==> src/sv/pwst_pkg.sv <==
// ----------------------------------------------------------------------------
// pwst_pkg
// shared types and constants of the pulse-width single-wire transceiver
// ----------------------------------------------------------------------------
package pwst_pkg;

  // payload and register widths
  localparam int unsigned DATA_W    = 24;
  localparam int unsigned TICK_W    = 8;
  localparam int unsigned POS_W     = 5;
  localparam int unsigned CFG_IDX_W = 3;
  localparam int unsigned MODE_W    = 3;

  // item opcodes
  localparam logic OP_TICK  = 1'b0;
  localparam logic OP_START = 1'b1;

  // link modes
  localparam logic [MODE_W-1:0] MODE_IDLE     = 3'd0;
  localparam logic [MODE_W-1:0] MODE_TX_START = 3'd1;
  localparam logic [MODE_W-1:0] MODE_TX_HIGH  = 3'd2;
  localparam logic [MODE_W-1:0] MODE_TX_LOW   = 3'd3;
  localparam logic [MODE_W-1:0] MODE_RX_START = 3'd4;
  localparam logic [MODE_W-1:0] MODE_RX_DATA  = 3'd5;
  localparam logic [MODE_W-1:0] MODE_RX_END   = 3'd6;

  // register indexes
  localparam logic [CFG_IDX_W-1:0] REG_START_LOW_TICKS = 3'd0;
  localparam logic [CFG_IDX_W-1:0] REG_ONE_HIGH_TICKS  = 3'd1;
  localparam logic [CFG_IDX_W-1:0] REG_ZERO_HIGH_TICKS = 3'd2;
  localparam logic [CFG_IDX_W-1:0] REG_ONE_LOW_TICKS   = 3'd3;
  localparam logic [CFG_IDX_W-1:0] REG_ZERO_LOW_TICKS  = 3'd4;
  localparam logic [CFG_IDX_W-1:0] REG_RX_START_MIN    = 3'd5;
  localparam logic [CFG_IDX_W-1:0] REG_RX_START_MAX    = 3'd6;
  localparam logic [CFG_IDX_W-1:0] REG_RX_ONE_MIN      = 3'd7;

  typedef struct packed {
    logic [TICK_W-1:0] start_low_ticks;
    logic [TICK_W-1:0] one_high_ticks;
    logic [TICK_W-1:0] zero_high_ticks;
    logic [TICK_W-1:0] one_low_ticks;
    logic [TICK_W-1:0] zero_low_ticks;
    logic [TICK_W-1:0] rx_start_min;
    logic [TICK_W-1:0] rx_start_max;
    logic [TICK_W-1:0] rx_one_min;
  } cfg_regs_t;

  localparam cfg_regs_t CFG_RESET = '{
    start_low_ticks: 8'd100,
    one_high_ticks:  8'd10,
    zero_high_ticks: 8'd5,
    one_low_ticks:   8'd5,
    zero_low_ticks:  8'd10,
    rx_start_min:    8'd80,
    rx_start_max:    8'd150,
    rx_one_min:      8'd8
  };

endpackage

==> src/sv/pulse_width_single_wire_transceiver_unit.sv <==
// ----------------------------------------------------------------------------
// pulse_width_single_wire_transceiver_unit
// half-duplex pulse-width coded single-wire link, stepped once per tick beat
// ----------------------------------------------------------------------------
// each result beat is registered, in the cycle after its input is accepted
// throughput: one input beat per cycle unless a held result stalls input;
//   link update is one counter/compare pass, handshake to result register
// reset (rst, synchronous, active high): link idle, counters and shift
//   registers zero, config registers at their default tick counts
module pulse_width_single_wire_transceiver_unit #(
  parameter int unsigned SEND_BYTES   = 3,
  parameter int unsigned RECV_BYTES   = 3,
  parameter int unsigned ONE_HIGH_MAX = 12
) (
  input  logic                              clk,
  input  logic                              rst,
  // input beats: ticks and start requests
  input  logic                              in_valid,
  output logic                              in_stall,
  input  logic                              opcode,
  input  logic                              line_level,
  input  logic [pwst_pkg::DATA_W-1:0]       send_bytes,
  // result beats
  output logic                              out_valid,
  input  logic                              out_stall,
  output logic                              line_drive,
  output logic                              start_taken,
  output logic                              link_busy,
  output logic                              frame_done,
  output logic [pwst_pkg::DATA_W-1:0]       recv_bytes,
  // config writes
  input  logic                              cfg_valid,
  output logic                              cfg_ready,
  input  logic [pwst_pkg::CFG_IDX_W-1:0]    cfg_index,
  input  logic [pwst_pkg::TICK_W-1:0]       cfg_data
);

  // byte counts compare against a 3-bit count of 1..4 done bytes
  localparam logic [3:0] SEND_BYTES_W = 4'(SEND_BYTES);
  localparam logic [3:0] RECV_BYTES_W = 4'(RECV_BYTES);
  localparam logic [pwst_pkg::TICK_W-1:0] ONE_HIGH_MAX_W = pwst_pkg::TICK_W'(ONE_HIGH_MAX);
  localparam logic [pwst_pkg::POS_W-1:0]  POS_LIMIT      = pwst_pkg::POS_W'(pwst_pkg::DATA_W);

  // config registers
  pwst_pkg::cfg_regs_t cfg;

  // link state
  logic [pwst_pkg::MODE_W-1:0] mode, mode_next;
  logic [pwst_pkg::TICK_W-1:0] phase_ticks, phase_ticks_next;
  logic [2:0]                  bit_index, bit_index_next;
  logic [1:0]                  byte_index, byte_index_next;
  logic [pwst_pkg::DATA_W-1:0] send_shift, send_shift_next;
  logic [pwst_pkg::DATA_W-1:0] recv_shift, recv_shift_next;
  logic                        prior_level, prior_level_next;
  logic                        taken_next, done_next;

  logic                        accept;
  logic [pwst_pkg::TICK_W-1:0] ticks_inc;
  logic [pwst_pkg::POS_W-1:0]  pos;
  logic                        pos_valid;
  logic                        send_bit;
  logic                        byte_wrap;
  logic [2:0]                  byte_count;
  logic [2:0]                  bit_adv;
  logic [1:0]                  byte_adv;
  logic                        tx_last;
  logic                        rx_last;
  logic [pwst_pkg::TICK_W-1:0] tx_high_lim;
  logic [pwst_pkg::TICK_W-1:0] tx_low_lim;

  // the result register frees up when it is empty or drained this cycle
  assign in_stall  = out_valid & out_stall;
  assign accept    = in_valid & ~in_stall;
  assign cfg_ready = 1'b1;

  // saturating tick count
  assign ticks_inc = (phase_ticks == {pwst_pkg::TICK_W{1'b1}}) ? phase_ticks
                                                              : phase_ticks + 1'b1;

  // bit position byte*8+bit, lsb first
  assign pos       = {byte_index, bit_index};
  assign pos_valid = pos < POS_LIMIT;
  assign send_bit  = pos_valid ? send_shift[pos] : 1'b0;

  // bit/byte advance shared by sender and receiver
  assign byte_wrap  = bit_index == 3'd7;
  assign byte_count = {1'b0, byte_index} + 3'd1;
  assign bit_adv    = bit_index + 3'd1;
  assign byte_adv   = byte_wrap ? byte_count[1:0] : byte_index;
  assign tx_last    = byte_wrap & (({1'b0, byte_count} >= SEND_BYTES_W) | byte_count[2]);
  assign rx_last    = byte_wrap & (({1'b0, byte_count} >= RECV_BYTES_W) | byte_count[2]);

  // phase lengths of the bit being sent
  assign tx_high_lim = send_bit ? cfg.one_high_ticks : cfg.zero_high_ticks;
  assign tx_low_lim  = send_bit ? cfg.one_low_ticks  : cfg.zero_low_ticks;

  always_comb begin
    mode_next        = mode;
    phase_ticks_next = phase_ticks;
    bit_index_next   = bit_index;
    byte_index_next  = byte_index;
    send_shift_next  = send_shift;
    recv_shift_next  = recv_shift;
    prior_level_next = prior_level;
    taken_next       = 1'b0;
    done_next        = 1'b0;

    if (opcode == pwst_pkg::OP_START) begin
      // a request is only taken on an idle link and takes no tick
      if (mode == pwst_pkg::MODE_IDLE) begin
        send_shift_next  = send_bytes;
        byte_index_next  = 2'd0;
        bit_index_next   = 3'd0;
        phase_ticks_next = '0;
        mode_next        = pwst_pkg::MODE_TX_START;
        taken_next       = 1'b1;
      end
    end else begin
      unique case (mode)
        pwst_pkg::MODE_TX_START: begin
          if (ticks_inc >= cfg.start_low_ticks) begin
            phase_ticks_next = '0;
            mode_next        = pwst_pkg::MODE_TX_HIGH;
          end else begin
            phase_ticks_next = ticks_inc;
          end
        end
        pwst_pkg::MODE_TX_HIGH: begin
          if (ticks_inc >= tx_high_lim) begin
            phase_ticks_next = '0;
            mode_next        = pwst_pkg::MODE_TX_LOW;
          end else begin
            phase_ticks_next = ticks_inc;
          end
        end
        pwst_pkg::MODE_TX_LOW: begin
          if (ticks_inc >= tx_low_lim) begin
            phase_ticks_next = '0;
            bit_index_next   = bit_adv;
            byte_index_next  = byte_adv;
            mode_next        = tx_last ? pwst_pkg::MODE_IDLE : pwst_pkg::MODE_TX_HIGH;
          end else begin
            phase_ticks_next = ticks_inc;
          end
        end
        pwst_pkg::MODE_IDLE: begin
          // wire pulled low by the far end: start pulse begins
          if (!line_level) begin
            phase_ticks_next = '0;
            mode_next        = pwst_pkg::MODE_RX_START;
            byte_index_next  = 2'd0;
            bit_index_next   = 3'd0;
            recv_shift_next  = '0;
          end
          prior_level_next = line_level;
        end
        pwst_pkg::MODE_RX_START: begin
          phase_ticks_next = ticks_inc;
          if (line_level) begin
            if ((ticks_inc >= cfg.rx_start_min) && (ticks_inc <= cfg.rx_start_max)) begin
              phase_ticks_next = '0;
              mode_next        = pwst_pkg::MODE_RX_DATA;
            end else begin
              mode_next = pwst_pkg::MODE_IDLE;
            end
          end
          prior_level_next = line_level;
        end
        pwst_pkg::MODE_RX_DATA: begin
          phase_ticks_next = ticks_inc;
          if (line_level != prior_level) begin
            // a falling edge closes a high phase: decode it by its length
            if (prior_level) begin
              if ((ticks_inc >= cfg.rx_one_min) && (ticks_inc <= ONE_HIGH_MAX_W) &&
                  pos_valid) begin
                recv_shift_next[pos] = 1'b1;
              end
              bit_index_next  = bit_adv;
              byte_index_next = byte_adv;
              if (rx_last) begin
                mode_next = pwst_pkg::MODE_RX_END;
                done_next = 1'b1;
              end
            end
            phase_ticks_next = '0;
          end
          prior_level_next = line_level;
        end
        default: begin
          // rx end and unused codes fall back to idle
          mode_next        = pwst_pkg::MODE_IDLE;
          prior_level_next = line_level;
        end
      endcase
    end
  end

  // config registers
  always_ff @(posedge clk) begin
    if (rst) begin
      cfg <= pwst_pkg::CFG_RESET;
    end else if (cfg_valid && cfg_ready) begin
      unique case (cfg_index)
        pwst_pkg::REG_START_LOW_TICKS: cfg.start_low_ticks <= cfg_data;
        pwst_pkg::REG_ONE_HIGH_TICKS:  cfg.one_high_ticks  <= cfg_data;
        pwst_pkg::REG_ZERO_HIGH_TICKS: cfg.zero_high_ticks <= cfg_data;
        pwst_pkg::REG_ONE_LOW_TICKS:   cfg.one_low_ticks   <= cfg_data;
        pwst_pkg::REG_ZERO_LOW_TICKS:  cfg.zero_low_ticks  <= cfg_data;
        pwst_pkg::REG_RX_START_MIN:    cfg.rx_start_min    <= cfg_data;
        pwst_pkg::REG_RX_START_MAX:    cfg.rx_start_max    <= cfg_data;
        pwst_pkg::REG_RX_ONE_MIN:      cfg.rx_one_min      <= cfg_data;
        default: ;
      endcase
    end
  end

  // link state advances on every accepted beat
  always_ff @(posedge clk) begin
    if (rst) begin
      mode        <= pwst_pkg::MODE_IDLE;
      phase_ticks <= '0;
      bit_index   <= '0;
      byte_index  <= '0;
      send_shift  <= '0;
      recv_shift  <= '0;
      prior_level <= 1'b0;
    end else if (accept) begin
      mode        <= mode_next;
      phase_ticks <= phase_ticks_next;
      bit_index   <= bit_index_next;
      byte_index  <= byte_index_next;
      send_shift  <= send_shift_next;
      recv_shift  <= recv_shift_next;
      prior_level <= prior_level_next;
    end
  end

  // result register
  always_ff @(posedge clk) begin
    if (rst) begin
      out_valid <= 1'b0;
    end else if (accept) begin
      out_valid <= 1'b1;
    end else if (!out_stall) begin
      out_valid <= 1'b0;
    end
  end

  // payload holds while stalled since accept is low then
  always_ff @(posedge clk) begin
    if (accept) begin
      // wire is pulled low during the start pulse and every low phase
      line_drive  <= ~((mode_next == pwst_pkg::MODE_TX_START) ||
                       (mode_next == pwst_pkg::MODE_TX_LOW));
      start_taken <= taken_next;
      link_busy   <= mode_next != pwst_pkg::MODE_IDLE;
      frame_done  <= done_next;
      recv_bytes  <= recv_shift_next;
    end
  end

endmodule

==> config.mk <==
export PLATFORM = sky130hd
export DESIGN_NAME = pulse_width_single_wire_transceiver_unit
export DESIGN_NICKNAME = d
export VERILOG_FILES = /design/src/sv/pwst_pkg.sv /design/src/sv/pulse_width_single_wire_transceiver_unit.sv
export SDC_FILE = /design/constraint.sdc
export NUM_CORES = 1
export LEC_CHECK = 0
export ABC_CLOCK_PERIOD_IN_PS = 8500
export BUFFER_PORTS_ARGS = -buffer_cell sky130_fd_sc_hd__buf_2
export CAP_MARGIN = 20
export CORE_ASPECT_RATIO = 1.5
export CORE_UTILIZATION = 60
export CTS_BUF_LIST = sky130_fd_sc_hd__clkbuf_16
export DETAILED_ROUTE_END_ITERATION = 7
export PLACE_DENSITY = 0.8
export SYNTH_ARGS = -nofsm -noshare
export SYNTH_HDL_FRONTEND = slang
export SYNTH_SLANG_ARGS = --single-unit
export TNS_END_PERCENT = 50
==> constraint.sdc <==
create_clock -name clk -period 8.5 [get_ports clk]
set_input_delay 0.425 -clock clk [delete_from_list [all_inputs] [get_ports clk]]
set_output_delay 0.425 -clock clk [all_outputs]
set_load 0.005 [all_outputs]
==> impl_metrics.tcl <==
set metrics [dict create \
    viasPerCell 5.82 \
    placeableCoreArea_sq_um 13000 \
    grt_overflow 0 \
    final_common_cell "nand2_1" \
    portBuffers 71 \
    die_area_sq_um 13900 \
    use_met1_pct 29.9 \
    hpwl_um 12800 \
    worst_pin_slew_ps 1080 \
    ys_warn_count 0 \
    grt_usage_pct 27.4 \
    rr_startpoint "bit_index[0]$_SDFFE_PP0P_" \
    skew_ps 7.51 \
    antennaDiodeCount 0 \
    drtAntennaViolNets 0 \
    drc 0 \
    avgSynthCellArea_sq_um 8.76 \
    worst_setup_path_start_kind "register" \
    power_density_nw_per_um2 189 \
    htree_num_levels 4 \
    grt_util_met3_pct 5.08 \
    antenna_found_initial 0 \
    cts_hold_buf 0 \
    r2r_cells 13 \
    wl_per_cell_um 15.9 \
    hold_viol_final 0 \
    setup_tns_ps 0 \
    ys_ff_latch 158 \
    start_util_pct 61.9 \
    crit_required_ps 8830 \
    leakage_nw 3.49 \
    syn_inst 919 \
    cts-resized-gates 0 \
    post-route-util_pct 68.9 \
    use_met2_pct 49.7 \
    grt_pass1_vias 6165 \
    drv_cap 0 \
    critPathArrivalTime_ps 5160 \
    yosysSeqAreaShare_pct 42.8 \
    grt-busiest-layer "met2" \
    final_cell_mix "nand2_1 (201), dfxtp_1 (130), a21oi_1 (78)" \
    cts_tree "built" \
    clockRootBuffer "clkbuf_16" \
    cts-buffers-inserted 17 \
    worstSkewPairLatency_ps 420 \
    synth_nets 1021 \
    end_kind "register" \
    ios 73 \
    clockBufferDepth 2 \
    ir_worst_vdd_mv 0.128 \
    path_class "reg2reg" \
    grt_pass1_wl_um 29000 \
    area_growth_pct 11.4 \
    outcome "complete, no violations" \
    fin_nets 1060 \
    synth.distinct_cells 67 \
    synthFlopType "dfxtp_1" \
    rsz0062_at_grt "no" \
    slew_headroom_pct 28.0 \
    vias 6578 \
    drive_above_1_share_pct 14.0 \
    max_freq_mhz 207 \
    cp-startpoint "bit_index[0]$_SDFFE_PP0P_" \
    syn_area_sq_um 8050 \
    placedCellCount 1098 \
    clk_pin_slew_worst_paths_ps 70 \
    postCtsSetupBuffers 0 \
    synth-edff-count 28 \
    drt-total-wl_um 17900 \
    crit_fanout 16 \
    min_path_type "in2reg" \
    drv_slew 0 \
    finalCritPeriodShare_pct 56.8 \
    async_flop_share_pct 0 \
    drt_iter0_markers 283 \
    min_from "send_bytes[9]" \
    die_w_um 96.6 \
    gp_congestion 0.878 \
    clock-sinks 158 \
    grt_max_degree 106 \
    timing.final.crit_period_ps 4830 \
    die_y_um 144 \
    setup_viol 0 \
    instances_no_fill 1130 \
    rows 51 \
    firstDrtPassIters 5 \
    min_path_cells 3 \
]
-- cells in the mapped netlist, drive strengths merged (5+ instances only) --
cell type    n  area [sq um]
edfxtp      28           841
nand3b      11          82.6
mux2i       33           330
clkbuf      36           138
nor2        52           198
a21o         5          37.5
a22o         8          70.1
nand2      204           773
buf         19           121
a21oi       79           399
mux2         5          56.3
and2         6          37.5
nand3       19           113
inv         39           146
o21ai       61           343
a211o       10          87.6
nand4        6          37.5
or3          8          50.1
mux4         7           158
o211ai       5          37.5
nor2b       10          62.6
dfxtp      130          2600
nor3        12          60.1
nand2b      14          87.6
ha          60           751
-- path summary, 6_finish.rpt --
path / end / slack [ps]
worst max-delay path: byte_index[0]$_SDFFE_PP0P_ / 3670
worst min-delay path: send_shift[9]$_SDFFE_PP0P_ / 230
worst max register to register: byte_index[0]$_SDFFE_PP0P_ / 3670
worst min register to register: recv_shift[11]$_SDFFE_PP0P_ / 450
-- metal layers --
layer  vias to the layer above  routed length, um
met5                         -                  0
met4                         0                580
met3                        46                678
met2                       172               9590
met1                      3085               7080
li1                       3275                  -
-- critical path: stages (launching register included) --
cell      delay (ps)
dfxtp_1          640
mux4_2           340
mux4_2           240
a21oi_2           60
nor2_2           810
mux2_1           400
ha_1             270
nand2b_1         140
a2111o_1         410
a31oi_1          490
a21oi_1          220
o21ai_1          370
nor2_1            90
a211oi_1         230
-- sequential cells by signal, indices dropped and copies added, names as in the netlist, 2 cells and up --
| register | flops |
|---|---|
| cfg | 64 |
| recv_bytes | 24 |
| recv_shift | 24 |
| send_shift | 24 |
| phase_ticks | 8 |
| bit_index | 3 |
| mode | 3 |
| byte_index | 2 |
-- power breakdown --
part / internal (mW) / switching, mW / total [mW]
clock network: 0.431 / 0.329 / 0.760
logic: 0.0526 / 0.0838 / 0.136
registers: 0.784 / 0.0151 / 0.799
-- metrics by stage --
stage / hold WS [ps] / total power [mW] / worst slack (ps) / instance area (sq um)
3_5_place_dp: 441 / 0.952 / 3700 / 8380
6_report: 231 / 1.70 / 3670 / 8970
4_1_cts: 226 / 1.70 / 3660 / 8970
3_3_place_gp: 435 / 0.949 / 3850 / 8380
2_1_floorplan: 428 / 0.908 / 4510 / 8050
5_1_grt: 231 / 1.75 / 3300 / 8970
-- area by class of cell --
cell class,count,area (sq um)
inverter,39,146
clock buffer,18,450
timing repair buffer,75,385
fill,1056,4050
multi-input combinational,667,4200
clock inverter,14,141
tap,159,199
sequential,158,3440
-- logic make-up (layout without fill, tap and decap cells) --
family / Yosys count / in the layout / synth area share (%)
simple gates: 357 / 357 / 20.2
compound gates: 201 / 201 / 15.5
flops: 158 / 158 / 42.8
buf+inv: 94 / 146 / 5.03
fa+ha+maj: 60 / 60 / 9.32
mux: 45 / 45 / 6.76
xor+xnor: 3 / 3 / 0.326
other cells: 1 / 1 / 0.0466
(Power assumes the default switching activity.)
